<file path="src/rtl/wvm_pkg.sv">
`timescale 1ns / 1ps
// Shared types, constants and the sine table generator of the voice mixer.
package wvm_pkg;

	// Table and block geometry (powers of two), phase format
	localparam int TABLE_LOG2 = 10;
	localparam int TABLE_LEN  = 1 << TABLE_LOG2;
	localparam int BLOCK_LOG2 = 8;
	localparam int BLOCK_LEN  = 1 << BLOCK_LOG2;
	localparam int FRAC_BITS  = 16;
	localparam int PHASE_W    = TABLE_LOG2 + FRAC_BITS;
	// low bits of step * block count that survive the shift by the block length
	localparam int RE_W       = PHASE_W - BLOCK_LOG2;

	localparam int DEF_MAX_VOICES = 16;
	localparam int QUEUE_DEPTH    = 4;

	// Field and register widths
	localparam int KIND_W     = 2;
	localparam int VOICE_W    = 4;
	localparam int INC_W      = 26;
	localparam int SAMPLE_W   = 16;
	localparam int GAIN_W     = 16;
	localparam int ACTIVE_W   = 5;
	localparam int COUNT_W    = 26;
	localparam int CFG_IDX_W  = 2;
	localparam int CFG_DATA_W = 16;

	// Final scaling: Q1.31 sum times Q1.15 gain, back to Q1.15 sample
	localparam int OUT_SHIFT = 31;
	localparam logic signed [SAMPLE_W-1:0] SAMPLE_MAX = 16'sh7FFF;
	localparam logic signed [SAMPLE_W-1:0] SAMPLE_MIN = 16'sh8000;
	localparam int POS_LIMIT = 32767;
	localparam int NEG_LIMIT = 32768;

	// Request kinds on the input channel
	localparam logic [KIND_W-1:0] KIND_PITCH = 2'd0;
	localparam logic [KIND_W-1:0] KIND_ON    = 2'd1;
	localparam logic [KIND_W-1:0] KIND_TICK  = 2'd2;

	// Register indexes
	localparam logic [CFG_IDX_W-1:0] CFG_ACTIVE = 2'd0;
	localparam logic [CFG_IDX_W-1:0] CFG_MIX    = 2'd1;
	localparam logic [CFG_IDX_W-1:0] CFG_MASTER = 2'd2;

	localparam logic [ACTIVE_W-1:0] ACTIVE_RST = 5'd16;
	localparam logic [GAIN_W-1:0]   MIX_RST    = 16'd3891;
	localparam logic [GAIN_W-1:0]   MASTER_RST = 16'd32768;

	typedef enum logic [1:0] {
		OP_PITCH,
		OP_ON,
		OP_TICK
	} op_t;

	// Classified request, front to back
	typedef struct packed {
		op_t                op;
		logic [VOICE_W-1:0] voice;
		logic [INC_W-1:0]   increment;
		logic               on_flag;
	} cmd_t;

	typedef struct packed {
		logic [ACTIVE_W-1:0] active_voices;
		logic [GAIN_W-1:0]   mix_gain;
		logic [GAIN_W-1:0]   master_gain;
	} cfg_t;

	typedef logic signed [SAMPLE_W-1:0] sine_rom_t [TABLE_LEN];

	// One sine period, Q1.15; quarter-wave Taylor series in Q30 up to x^11
	function automatic sine_rom_t build_sine_rom();
		localparam logic [63:0] Q30_ONE     = 64'd1 << 30;
		localparam logic [63:0] HALF_PI_Q30 = 64'd1686629713;
		sine_rom_t rom;
		logic [63:0] p;
		logic [63:0] f;
		logic [63:0] x;
		logic [63:0] x2;
		logic [63:0] t;
		logic [63:0] s;
		logic [63:0] v;
		logic [1:0]  quad;
		for (int i = 0; i < TABLE_LEN; i++) begin
			p    = (64'(i) << 32) / TABLE_LEN;
			quad = p[31:30];
			f    = p & (Q30_ONE - 64'd1);
			if (quad[0]) begin
				f = Q30_ONE - f;
			end
			x  = (f * HALF_PI_Q30) >> 30;
			x2 = (x * x) >> 30;
			t  = Q30_ONE - x2 / 64'd110;
			t  = Q30_ONE - ((x2 * t) >> 30) / 64'd72;
			t  = Q30_ONE - ((x2 * t) >> 30) / 64'd42;
			t  = Q30_ONE - ((x2 * t) >> 30) / 64'd20;
			t  = Q30_ONE - ((x2 * t) >> 30) / 64'd6;
			s  = (x * t) >> 30;
			v  = (s * 64'd32767 + (Q30_ONE >> 1)) >> 30;
			if (v > 64'd32767) begin
				v = 64'd32767;
			end
			rom[i] = quad[1] ? SAMPLE_W'(64'd0 - v) : SAMPLE_W'(v);
		end
		return rom;
	endfunction

endpackage

</file>
<file path="src/rtl/wvm_ifs.sv">
`timescale 1ns / 1ps
// Request channel into the mixer
interface wvm_in_if import wvm_pkg::*; ();
	logic               valid;
	logic               ready;
	logic [KIND_W-1:0]  kind;
	logic [VOICE_W-1:0] voice;
	logic [INC_W-1:0]   increment;
	logic               on_flag;

	modport source (output valid, kind, voice, increment, on_flag, input ready);
	modport sink (input valid, kind, voice, increment, on_flag, output ready);
endinterface


</file>
<file path="src/rtl/wvm_front.sv">
`timescale 1ns / 1ps
// Front end: takes requests while the queue has room, drops the ones that
// change nothing, and turns the rest into queue entries.
module wvm_front import wvm_pkg::*; #(
	parameter int MAX_VOICES = DEF_MAX_VOICES
) (
	wvm_in_if.sink   in_ch,
	input  logic     q_full,
	output logic     q_push,
	output cmd_t     q_cmd
);

	logic accept;
	logic voice_ok;
	logic keep;

	assign in_ch.ready = !q_full;
	assign accept      = in_ch.valid && !q_full;
	assign voice_ok    = 32'(in_ch.voice) < MAX_VOICES;

	// classify: zero increment, bad voice and unused kind are dropped
	always_comb begin
		keep            = 1'b0;
		q_cmd.op        = OP_TICK;
		q_cmd.voice     = in_ch.voice;
		q_cmd.increment = in_ch.increment;
		q_cmd.on_flag   = in_ch.on_flag;
		case (in_ch.kind)
			KIND_PITCH: begin
				keep     = voice_ok && (in_ch.increment != '0);
				q_cmd.op = OP_PITCH;
			end
			KIND_ON: begin
				keep     = voice_ok;
				q_cmd.op = OP_ON;
			end
			KIND_TICK: begin
				keep     = 1'b1;
				q_cmd.op = OP_TICK;
			end
			default: begin
				keep     = 1'b0;
				q_cmd.op = OP_TICK;
			end
		endcase
	end

	assign q_push = accept && keep;

endmodule

</file>
<file path="src/flat_wrapper.sv">
// flat-port wrapper written by rule: the top's interface ports become plain ports
module wvm_front_flat import wvm_pkg::*;
#(
	parameter int MAX_VOICES = DEF_MAX_VOICES
)
  (q_full, q_push, q_cmd, in_ch_valid, in_ch_kind, in_ch_voice, in_ch_increment, in_ch_on_flag, in_ch_ready);
  wvm_in_if in_ch_i ();
  input  logic q_full;
  output logic q_push;
  output cmd_t q_cmd;
  input wire logic [$bits(in_ch_i.valid)-1:0] in_ch_valid;
  input wire logic [$bits(in_ch_i.kind)-1:0] in_ch_kind;
  input wire logic [$bits(in_ch_i.voice)-1:0] in_ch_voice;
  input wire logic [$bits(in_ch_i.increment)-1:0] in_ch_increment;
  input wire logic [$bits(in_ch_i.on_flag)-1:0] in_ch_on_flag;
  output wire logic [$bits(in_ch_i.ready)-1:0] in_ch_ready;
  assign in_ch_i.valid = in_ch_valid;
  assign in_ch_i.kind = in_ch_kind;
  assign in_ch_i.voice = in_ch_voice;
  assign in_ch_i.increment = in_ch_increment;
  assign in_ch_i.on_flag = in_ch_on_flag;
  assign in_ch_ready = in_ch_i.ready;
  wvm_front #(.MAX_VOICES(MAX_VOICES)) u_core (.in_ch(in_ch_i), .q_full(q_full), .q_push(q_push), .q_cmd(q_cmd));
endmodule
</file>
<file path="config.mk">
export PLATFORM = sky130hd
export DESIGN_NAME = wvm_front_flat
export DESIGN_NICKNAME = d
export VERILOG_FILES = /design/src/rtl/wvm_pkg.sv /design/src/rtl/wvm_ifs.sv /design/src/rtl/wvm_front.sv /design/src/flat_wrapper.sv
export SDC_FILE = /design/constraint.sdc
export NUM_CORES = 1
export LEC_CHECK = 0
export BUFFER_PORTS_ARGS = -buffer_cell sky130_fd_sc_hd__buf_4
export CORE_MARGIN = 2
export CORE_UTILIZATION = 25
export DETAILED_ROUTE_END_ITERATION = 7
export PLACE_DENSITY_LB_ADDON = 0.05
export SYNTH_ARGS = -nofsm -noshare
export SYNTH_HDL_FRONTEND = slang
export SYNTH_SLANG_ARGS = --single-unit
</file>
<file path="constraint.sdc">
create_clock -name vclk -period 1.5
set_input_delay 0.375 -clock vclk [all_inputs]
set_output_delay 0.375 -clock vclk [all_outputs]
set_load 0.03 [all_outputs]
</file>
# Yosys cells after proc, flatten, opt, wreduce, memory -nomap -nowiden
# Cells that the tools add are included.
# totals
mem_bits_rw,0
latchBits,0
register_bits,0
mem_count,0
rom_bits,0
in_bits,35
# op_classes
muxes,2
addsub,0
order_cmp,0
mul,0
n_eq_ne,2
div,0
n_shift,0
bitwise_logic,0
n_reduce_logical,6
# op_table
op,count
26-bit nonzero test,1
2-bit one-hot mux with 2 select lines,1
2-bit by 1-bit equality test with 1-bit output (second input constant),1
2-bit equality test (second input constant),1
1-bit logical AND,2
2-bit logical NOT,1
1-bit one-hot mux with 2 select lines,1
2-bit OR reduction,1
1-bit logical NOT,1

# Longest topological paths before layout
# logic_depth
ltp_word,4
ltp_mapped,5

# Worst setup path before layout
# No wires, ideal clock.
# synth_path
path_type,input to output
from,input port in_ch_kind[1]
to,output port q_push
required_time_ps,1125
arrival_time_ps,1288
slack_ps,-163
cell_stages,5
path_cell_list,inv_1 -> ha_1 -> nor4_2 -> nand4_1 -> o221a_1
# synth_via
elab_chain_cells,4
elab_cells_between_ends,6
# synth_rtl
element,line_no,source
"start, declared",flat_wrapper.sv:12,input wire logic [$bits(in_ch_i.kind)-1:0] in_ch_kind;
2-bit by 1-bit equality test with 1-bit output / 2-bit equality test (equally long branches),wvm_front.sv:28,case (in_ch.kind)
2-bit OR reduction (no source line),-,
1-bit one-hot mux with 2 select lines *,wvm_front.sv:28,
1-bit logical AND *,wvm_front.sv:48,assign q_push = accept && keep;
"end, declared",flat_wrapper.sv:9,output logic q_push;
# Every way passes the cells marked *; elsewhere a longest branch is shown, timed or not.

# Worst setup path after layout
# layout_path
from,input port in_ch_kind[0]
to,output port q_push
# The elaborated chain is that of the path after synthesis.

==> impl_results.md <==
* Hold Startpoint: in_ch_voice[0]
* PortBufs at 60
* RSZ-0062 raised after global routing: true
* Net Count, Synth at 89
* Pint at approximately 130 uW
* Worst path max stage delay at 240 ps
* DR pass1 iterations at 2
* DR vias/cell at 4.24
* Fin crit share at 117%
* Slowest-stage cell, CP: o221a_4
* Die Y at roughly 44 um
* Inserted Diodes at 0
* Sequential area share after synthesis at 0%
* CLK BUF at 0
* Synth top area share at approximately three fifths
* Crit-path cells: buf_8, inv_4, ha_4, nor4_4, nand4_1, o221a_4, buf_6
* Fill cells at ~150
* Synth warn at 0
* PwrDens at ~380 mW/mm2
* DRT antenna net count at 0
* Residual DRC at 0
* Share of power burned in registers at 0%
* Nets at approximately 130
* Total grt overflow at 0
* Critical path startpoint category: input port
* Final hold vios at 0
* Pin count of the biggest net entering global routing at 4
* Crit path DAT at about 1400 ps
* Die Wd at ~44 um
* Failing checks: negative setup slack
* CP max FO at 3
* Cell count after synthesis at 50
* FMAX at between 500 and 600 MHz
* First-pass GRT wire length at approximately 1600 um
* Worst Setup SP: in_ch_kind[0]
* WL final at between 1000 and 1500 um
* Hold slack at 750 ps
* Rel. slew slack at between 80% and 90%
* Final WS setup at -252 ps
* Final Setup Violations at 1
* Outcome: finished, violations left
* Max IR drop VDD at between 150 and 200 uV
* DRT iter0 DRCs at 2
* Mapped cell area at roughly 400 um2
* Max Cap Violations at 0
* Vias in the first global route at ~420
* Minimum clock period at roughly 1800 ps
* Syn_area_per_cell at 7.91 um2
* GPL Wtd Cong at ~0.63
* Ranking of synthesized cells by area: buf_4 (59%), ha_1 (13%), nor4_2 (13%)
* FP Rows at 14
* Slew @ Worst Pin at approximately 270 ps
* Psw at approximately 140 uW
* DR WL/cell at a little over 10 um
* Vias at 428
* CP Class: input port to output port
* Total GRT Usage at roughly a tenth
* FFs & Latches at 0
* Hold Crit Class: input port to output port
* Clk network pwr share at 0%
* Multi-input gate area at about 180 um2
* Distinct cells, synth at 11
* Pleak at 0.000390 uW
* Core area at approximately 0.0015 mm2
* Share of cells above drive strength 1 at about 87%
* Die ar. at ~0.0019 mm2
* Reg area at 0 um2
* Req. time, crit path at ~1100 ps
* Area delta synth->final at 84.2%
* Count of pins over their slew limit at 0
* Total I/O pin count at 70
* Hold Buf Count CTS at 0
* Setup TNS at -252 ps
* Logic pwr share at 100.0%
* Initial core utilization at between 20% and 30%
* Initial antenna violation count at 0
* Switching share of power at between 50 and 60%
* Endpoint class of the critical path: output port
* Leading area contributor after synthesis: buf_4
## worst max-delay path: cells and delay by family
| family | cells | cell delay (ps) |
|---|---|---|
| AOI/OAI and AO/OA | 1 | 240 |
| and+or+nand+nor | 2 | 280 |
| adders and majority gates | 1 | 200 |
| buffers and inverters | 3 | 280 |
## cell type report
| cell class | count | area share [%] |
|---|---|---|
| Timing Repair Buffer | 66 | 70.1 |
| Multi-Input combinational cell | 16 | 24.9 |
| Tap cell | 16 | 2.75 |
| Inverter | 3 | 2.23 |
## power by group through the flow
stage / Sequential, uW / Clock [uW] / Combinational (uW)
global route: 0 / 0 / 293
CTS: 0 / 0 / 276
finish: 0 / 0 / 277
detailed placement: 0 / 0 / 270
global placement: 0 / 0 / 270
floorplan: 0 / 0 / 192
## placed cells by master (no fill, tap or decap)
cell type,instances
buf_4,63
nor4_2,3
ha_1,3
inv_4,2
nor4_1,2
buf_6,2
nor2_1,1
inv_1,1
nor4_4,1
nand4_1,1
nor3_1,1
nand3_1,1
nor3b_1,1
o221a_4,1
ha_4,1
buf_8,1
## metal layers
| metal | wire length [um] | up-vias | GRT usage (%) |
|---|---|---|---|
| li1 | - | 208 | - |
| met1 | 320 | 178 | 11.4 |
| met2 | 541 | 40 | 20.3 |
| met3 | 176 | 2 | 1.67 |
| met4 | 4 | 0 | 0.606 |
| met5 | 0 | - | 0 |
## cells by family after synthesis
kind of cell | share of synthesized area [%]
buffers and inverters | 61.7
AND/OR/NAND/NOR | 22.8
adder cells (fa/ha/maj) | 12.7
AO/OA/AOI/OAI | 2.85
## worst paths after layout
path | depth (start not counted) | endpoint | slack (ps)
setup / recovery | 7 | q_push | -250
hold / removal | 0 | q_cmd[27] | 750
## stage by stage
step / total power [uW] / worst slack, ps / instance area [um2] / util (%) / std cells
after floorplan: 192 / -8.78 / 419 / - / 50
after global placement: 270 / -265 / 702 / 47.1 / 101
after detailed placement: 270 / -320 / 702 / 47.1 / 101
after CTS: 276 / -258 / 719 / 48.3 / 101
after global routing: 293 / -307 / 728 / 48.9 / 101
final: 277 / -252 / 728 / 48.9 / 101
## Yosys cell counts
cell type	count
ha_1	4
nor4_2	4
nor3b_1	1
nand3_1	1
nor3_1	1
buf_4	31
nor2_1	1
inv_1	3
nor4_1	2
nand4_1	1
o221a_1	1
## what timing repair did
| action | CTS | global route |
|---|---|---|
| pin swaps | 0 | 1 |
| setup endpoints to repair | 1 | 1 |
| gates resized for setup | 5 | 1 |
| buffers inserted | 0 | 0 |
Power figures use the tool's default switching activity.
