--- config.mk ---
export PLATFORM = sky130hd
export DESIGN_NAME = wvm_cmd_fifo
export DESIGN_NICKNAME = d
export VERILOG_FILES = /design/src/rtl/wvm_pkg.sv /design/src/rtl/wvm_cmd_fifo.sv
export SDC_FILE = /design/constraint.sdc
export NUM_CORES = 1
export LEC_CHECK = 0
export BUFFER_PORTS_ARGS = -buffer_cell sky130_fd_sc_hd__buf_2
export CORE_MARGIN = 5
export CORE_UTILIZATION = 51
export DETAILED_ROUTE_END_ITERATION = 6
export GPL_TIMING_DRIVEN = 1
export PLACE_DENSITY = 0.75
export SYNTH_ARGS = -nofsm -noshare
export SYNTH_HDL_FRONTEND = slang
export SYNTH_SLANG_ARGS = --single-unit
--- constraint.sdc ---
create_clock -name clk -period 1.9 [get_ports clk]
set_input_delay 0.57 -clock clk [delete_from_list [all_inputs] [get_ports clk]]
set_output_delay 0.57 -clock clk [all_outputs]
set_load 0.03 [all_outputs]
--- src/rtl/wvm_pkg.sv ---
`timescale 1ns / 1ps
// Shared types, constants and the sine table generator of the voice mixer.
package wvm_pkg;

	// Table and block geometry (powers of two), phase format
	localparam int TABLE_LOG2 = 10;
	localparam int TABLE_LEN  = 1 << TABLE_LOG2;
	localparam int BLOCK_LOG2 = 8;
	localparam int BLOCK_LEN  = 1 << BLOCK_LOG2;
	localparam int FRAC_BITS  = 16;
	localparam int PHASE_W    = TABLE_LOG2 + FRAC_BITS;
	// low bits of step * block count that survive the shift by the block length
	localparam int RE_W       = PHASE_W - BLOCK_LOG2;

	localparam int DEF_MAX_VOICES = 16;
	localparam int QUEUE_DEPTH    = 4;

	// Field and register widths
	localparam int KIND_W     = 2;
	localparam int VOICE_W    = 4;
	localparam int INC_W      = 26;
	localparam int SAMPLE_W   = 16;
	localparam int GAIN_W     = 16;
	localparam int ACTIVE_W   = 5;
	localparam int COUNT_W    = 26;
	localparam int CFG_IDX_W  = 2;
	localparam int CFG_DATA_W = 16;

	// Final scaling: Q1.31 sum times Q1.15 gain, back to Q1.15 sample
	localparam int OUT_SHIFT = 31;
	localparam logic signed [SAMPLE_W-1:0] SAMPLE_MAX = 16'sh7FFF;
	localparam logic signed [SAMPLE_W-1:0] SAMPLE_MIN = 16'sh8000;
	localparam int POS_LIMIT = 32767;
	localparam int NEG_LIMIT = 32768;

	// Request kinds on the input channel
	localparam logic [KIND_W-1:0] KIND_PITCH = 2'd0;
	localparam logic [KIND_W-1:0] KIND_ON    = 2'd1;
	localparam logic [KIND_W-1:0] KIND_TICK  = 2'd2;

	// Register indexes
	localparam logic [CFG_IDX_W-1:0] CFG_ACTIVE = 2'd0;
	localparam logic [CFG_IDX_W-1:0] CFG_MIX    = 2'd1;
	localparam logic [CFG_IDX_W-1:0] CFG_MASTER = 2'd2;

	localparam logic [ACTIVE_W-1:0] ACTIVE_RST = 5'd16;
	localparam logic [GAIN_W-1:0]   MIX_RST    = 16'd3891;
	localparam logic [GAIN_W-1:0]   MASTER_RST = 16'd32768;

	typedef enum logic [1:0] {
		OP_PITCH,
		OP_ON,
		OP_TICK
	} op_t;

	// Classified request, front to back
	typedef struct packed {
		op_t                op;
		logic [VOICE_W-1:0] voice;
		logic [INC_W-1:0]   increment;
		logic               on_flag;
	} cmd_t;

	typedef struct packed {
		logic [ACTIVE_W-1:0] active_voices;
		logic [GAIN_W-1:0]   mix_gain;
		logic [GAIN_W-1:0]   master_gain;
	} cfg_t;

	typedef logic signed [SAMPLE_W-1:0] sine_rom_t [TABLE_LEN];

	// One sine period, Q1.15; quarter-wave Taylor series in Q30 up to x^11
	function automatic sine_rom_t build_sine_rom();
		localparam logic [63:0] Q30_ONE     = 64'd1 << 30;
		localparam logic [63:0] HALF_PI_Q30 = 64'd1686629713;
		sine_rom_t rom;
		logic [63:0] p;
		logic [63:0] f;
		logic [63:0] x;
		logic [63:0] x2;
		logic [63:0] t;
		logic [63:0] s;
		logic [63:0] v;
		logic [1:0]  quad;
		for (int i = 0; i < TABLE_LEN; i++) begin
			p    = (64'(i) << 32) / TABLE_LEN;
			quad = p[31:30];
			f    = p & (Q30_ONE - 64'd1);
			if (quad[0]) begin
				f = Q30_ONE - f;
			end
			x  = (f * HALF_PI_Q30) >> 30;
			x2 = (x * x) >> 30;
			t  = Q30_ONE - x2 / 64'd110;
			t  = Q30_ONE - ((x2 * t) >> 30) / 64'd72;
			t  = Q30_ONE - ((x2 * t) >> 30) / 64'd42;
			t  = Q30_ONE - ((x2 * t) >> 30) / 64'd20;
			t  = Q30_ONE - ((x2 * t) >> 30) / 64'd6;
			s  = (x * t) >> 30;
			v  = (s * 64'd32767 + (Q30_ONE >> 1)) >> 30;
			if (v > 64'd32767) begin
				v = 64'd32767;
			end
			rom[i] = quad[1] ? SAMPLE_W'(64'd0 - v) : SAMPLE_W'(v);
		end
		return rom;
	endfunction

endpackage

--- src/rtl/wvm_cmd_fifo.sv ---
`timescale 1ns / 1ps
// Short request queue between front and back
module wvm_cmd_fifo import wvm_pkg::*; (
	input  logic clk,
	input  logic arst_n,
	input  logic push,
	input  cmd_t push_cmd,
	output logic full,
	input  logic pop,
	output logic pop_valid,
	output cmd_t pop_cmd
);

	localparam int PTR_W = $clog2(QUEUE_DEPTH);
	localparam int CNT_W = $clog2(QUEUE_DEPTH + 1);

	cmd_t             slot_q [QUEUE_DEPTH];
	logic [PTR_W-1:0] wr_ptr_q;
	logic [PTR_W-1:0] rd_ptr_q;
	logic [CNT_W-1:0] count_q;
	logic             do_push;
	logic             do_pop;

	assign full      = 32'(count_q) == QUEUE_DEPTH;
	assign pop_valid = count_q != '0;
	assign pop_cmd   = slot_q[rd_ptr_q];
	assign do_push   = push && !full;
	assign do_pop    = pop && pop_valid;

	// pointers and fill level
	always_ff @(posedge clk or negedge arst_n) begin
		if (!arst_n) begin
			wr_ptr_q <= '0;
			rd_ptr_q <= '0;
			count_q  <= '0;
		end else begin
			if (do_push) begin
				wr_ptr_q <= wr_ptr_q + 1'b1;
			end
			if (do_pop) begin
				rd_ptr_q <= rd_ptr_q + 1'b1;
			end
			if (do_push && !do_pop) begin
				count_q <= count_q + 1'b1;
			end else if (do_pop && !do_push) begin
				count_q <= count_q - 1'b1;
			end
		end
	end

	// entry storage
	always_ff @(posedge clk) begin
		if (do_push) begin
			slot_q[wr_ptr_q] <= push_cmd;
		end
	end

endmodule

# Word level (Yosys, flattened, before mapping)
# Memory sizes are Yosys's and may differ from the RTL's.
# Cells that the tools add are included.
# totals
register_bits	7
mem_bits_rw	132
output_inout_bits	35
wordCells	22
memories	1
# mem_list
memory	depth	width	rd	rd_ports_with_merged_regs	write_ports	line	rtl
slot_q	4	33	1	0	1	wvm_cmd_fifo.sv:17	cmd_t slot_q [QUEUE_DEPTH];
# op_classes
add_sub_neg	4
n_eq_ne	1
mux	4
n_reduce_logical	9
# op_table
operator	count
$mux 3	2
$add 2x1->2 const B	2
$logic_and 1x1->1	4
$add 3x1->3 const B	1
$eq 3x3->1 const B	1
$logic_not 1->1	3
$reduce_bool 3->1	1
$sub 3x1->3 const B	1
$mux 1	2
$reduce_bool 2->1	1

# Logic depth before layout (Yosys ltp)
# depth
word_depth	7
depth_mapped	9
mapped_depth_nobuf	8

# Least setup slack after synthesis
# No wires, ideal clock.
# synth_timing
path_type	register to register
from	register count_q[0]
to	register count_q[1]
setup_ps	125
arrival_time_ps	2100
required_ps	1775
slack_ps	-325
stages_incl_launch_ff	8
path_cell_list	dfrtp_1 nor3b_2 nor2b_1 buf_6 ha_1 inv_1 fa_1 mux2_2
# synth_between
elab_chain_cells	6
elab_cells_between_ends	14
cone_classes	2 x add/sub; 1 x eq/ne; 2 x mux; 9 x reduce/logical
# synth_rtl
item	line	rtl
start, declared	wvm_cmd_fifo.sv:20	logic [CNT_W-1:0] count_q;
start signal, assigned	wvm_cmd_fifo.sv:44	count_q <= count_q + 1'b1;
start signal, assigned	wvm_cmd_fifo.sv:46	count_q <= count_q - 1'b1;
$eq 3x3->1 (*)	wvm_cmd_fifo.sv:24	assign full = 32'(count_q) == QUEUE_DEPTH;
via full	wvm_cmd_fifo.sv:8	output logic full,
$logic_not 1->1 (*)	wvm_cmd_fifo.sv:27	assign do_push = push && !full;
$logic_and 1x1->1 (*)	wvm_cmd_fifo.sv:27	
via do_push	wvm_cmd_fifo.sv:21	logic do_push;
$logic_not 1->1	wvm_cmd_fifo.sv:45	end else if (do_pop && !do_push) begin
$logic_and 1x1->1	wvm_cmd_fifo.sv:45	
$reduce_bool 2->1 (no source line)	n/a	
# The timed path passes the listed nets; every way through them passes the cells marked *. The select of a mux whose other input is x is not followed.
# A chain may end at the register's enable or synchronous reset.

==> summary.txt <==
Status
  • Status: complete, but fails checks
  • Failing checks: negative setup slack

CTS
  • Sink Count: 139
  • Max clock buf depth: 2
  • Total CTS buffers: 17
  • CTS tree: built
  • CTS Root Cell: clkbuf_8
  • Clock Latency Late Sink: 0.52 ns
  • H-tree Lvls: 4
  • Reg clk slew, reported paths: 0.06 ns

Synthesis
  • Area leader, netlist: edfxtp_1
  • Synth Cell Area: 5240 µm²
  • Post-synth top cells: edfxtp_1 (132), mux4_2 (28), dfrtp_1 (7), ha_1 (5), mux4_1 (5)
  • Post-Synth Adder-Cell Area: 1.58%
  • Register area share after synthesis: 79.0%
  • Syn_area_per_cell: 25.2 µm²
  • Cells taking the most area after synthesis: edfxtp_1 (76%), mux4_2 (12%), dfrtp_1 (3.3%)
  • Post-synthesis mux area share: 15.0%
  • Synth Register Bits: 139
  • Most common cell in the netlist: edfxtp_1
  • Distinct cell type count after synthesis: 21
  • Post-synthesis compound-gate area fraction: 0%
  • Xor and xnor area share after synthesis: 1.00%
  • Combinational family with the most area after synthesis: multiplexers
  • Ys flop type: edfxtp_1
  • FFs w/ async S/R, synth: 5.04%
  • Synth warn: 0
  • Number of flops mapped to enable cells by yosys: 132
  • Top-area cell type share of the netlist area: 75.7%
  • Post-synthesis cell count: 208
  • Area fraction in and, or, nand and nor cells after synthesis: 1.19%
  • Syn Nets: 251

Setup path
  • Startpoint types: flop
  • Crit-path slowest cell: mux4_1
  • Slowest stage delay, CP: 0.56 ns
  • Crit Path Class: flop to primary output
  • Worst path cell trace: buf_4, mux4_1, buf_4
  • Crit path required time: 1.33 ns
  • Critical path arrival: 1.86 ns
  • Reg2Reg Depth: 9
  • CP Max Fanout: 4
  • Kind of end point of the critical path: primary output
  • Critical path's most frequent cell: buf_4

Routing
  • Routed vias: 2438
  • Routed Antenna Nets: 0
  • WL per Instance: 19.5 µm
  • DRC violations left: 0
  • Final WL: 9.13 mm
  • Initial DRC count: 82
  • Drt via density: 5.20
  • Pre-antenna DRT Iters: 4

Min path
  • Hold crit path type: primary input to flop
  • Min-Delay Path Depth: 1

Floorplanning
  • Initial Utilization: 51.4%
  • Row cnt: 37
  • IO Count: 72
  • Die span in y: 111 µm
  • Die area: 12400 µm²
  • Die Width: 111 µm
  • Core box area: 10200 µm²

Place
  • Area after DPL: 5960 µm²
  • Post-DP HPWL: 5.60 mm
  • Port Buf Inserts: 71
  • Gpl congestion: 0.661

Global route
  • Vias in the first global route: 2729
  • First-pass GRT wire length: 14.5 mm
  • Total GRT Usage: 16.0%
  • Grt total ovfl: 0
  • Initial antenna violation count: 1
  • Largest net degree at the start of global routing: 29

Cells and area
  • Antenna Cells: 0
  • Share of cells above drive strength 1: 51.1%
  • Fillers: 664
  • Layout Nets: 363
  • P&R area growth vs syn: 30.1%
  • Post-route cell area: 6820 µm²

Timing
  • RSZ-0062 raised after global routing: true
  • Worst hold slack: 0.262 ns
  • Relative slew slack: 80.2%
  • Fmax: 0.412 GHz
  • Setup TNS: -17.06 ns
  • Endpoints failing hold: 0
  • Finish-stage setup viols: 37
  • Setup ws final: -0.528 ns
  • Final Skew: 0.00714 ns
  • Max-slew violations: 0
  • Fin crit period: 2.43 ns
  • Tightest Pin Transition: 0.298 ns
  • Tcrit/Tclk final: 128%

Run
  • Max-Cap Viols: 0

Power and ir drop
  • Lkg Pwr: 2.44 nW
  • P per Cell Area: 1760 nW/µm²
  • Peak VDD IR: 0.855 mV
## report_power, final
group          leakage, nW  switching, mW  total, mW  internal [mW]
sequential            1.29          0.190       4.26           4.07
combinational        0.898           2.44       4.78           2.34
clock                0.253           1.12       2.98           1.86
total                 2.44           3.75       12.0           8.27
## metrics by stage
| step | setup slack [ns] | instances | utilization (%) | power (mW) |
|---|---|---|---|---|
| 2_1_floorplan | -0.166 | 208 | - | 7.11 |
| 3_3_place_gp | -0.0323 | 428 | 58.6 | 8.25 |
| 3_5_place_dp | -0.0816 | 428 | 58.6 | 8.33 |
| 4_1_cts | -0.572 | 464 | 66.4 | 12.1 |
| 5_1_grt | -0.602 | 469 | 66.9 | 12.6 |
| 6_report | -0.528 | 469 | 66.9 | 12.0 |
## per-layer routing
layer	GRT usage [%]	vias up	wire length, µm
met3	6.30	13	500
met2	26.4	66	4810
met1	19.1	1253	3670
met5	0	-	20
li1	-	1104	-
met4	5.84	2	129
## cells by family after synthesis
logic type	count (synthesis)
DFF	139
adders and majority gates	6
buffers and inverters	12
muxes	35
xor gates and xnor gates	6
and+or+nand+nor	10
## registers in the layout, summed over array words and instances (netlist names)
| register | flops |
|---|---|
| wr_ptr_q | 2 |
| rd_ptr_q | 2 |
| slot_q | 132 |
| count_q | 3 |
## critical path: cells and delay by family (launching register included)
| kind | cells | cell delay (ns) |
|---|---|---|
| multiplexers | 1 | 0.56 |
| flip-flops | 1 | 0.43 |
| buffers and inverters | 2 | 0.35 |
## timing repair
action | in CTS | in global routing
resized for setup | 75 | 4
setup buffers | 4 | 6
pin swaps | 6 | 7
hold endpoints to repair | 7 | 0
endpoints found under the setup margin | 37 | 37
hold buffers | 1 | 0
## final cells by class
| cell class | instances | area, µm² | share of cell area [%] |
|---|---|---|---|
| sequential | 139 | 4140 | 60.8 |
| inverter | 3 | 11.3 | 0.165 |
| clock buffer | 24 | 440 | 6.46 |
| clock inverter | 8 | 97.6 | 1.43 |
| multi-input combinational | 57 | 1030 | 15.1 |
| timing repair buffer | 102 | 922 | 13.5 |
| tap | 136 | 170 | 2.50 |
## final timing paths
check                      slack, ns    startpoint            end
max in group asynchronous       1.30        arst_n    rd_ptr_q[0]
setup reg to reg               -0.09    count_q[2]     count_q[2]
hold / removal                  0.26  push_cmd[22]  slot_q[1][22]
setup / recovery               -0.53   rd_ptr_q[0]    pop_cmd[27]
min in group asynchronous       0.42        arst_n    rd_ptr_q[1]
hold reg to reg                 0.58   wr_ptr_q[1]    wr_ptr_q[1]
## placed cells by master (no fill, tap or decap), types with 3 or more instances in the layout
cell,Yosys,final
xnor2_1,4,4
clkbuf_1,0,7
mux4_1,5,4
buf_2,4,36
clkinvlp_4,0,3
dfrtp_1,7,5
edfxtp_1,132,132
buf_6,2,35
clkbuf_16,0,16
clkinv_2,0,3
buf_4,0,21
buf_12,3,9
ha_1,5,4
and2_2,0,4
mux4_2,28,29
(Power assumes the default switching activity.)
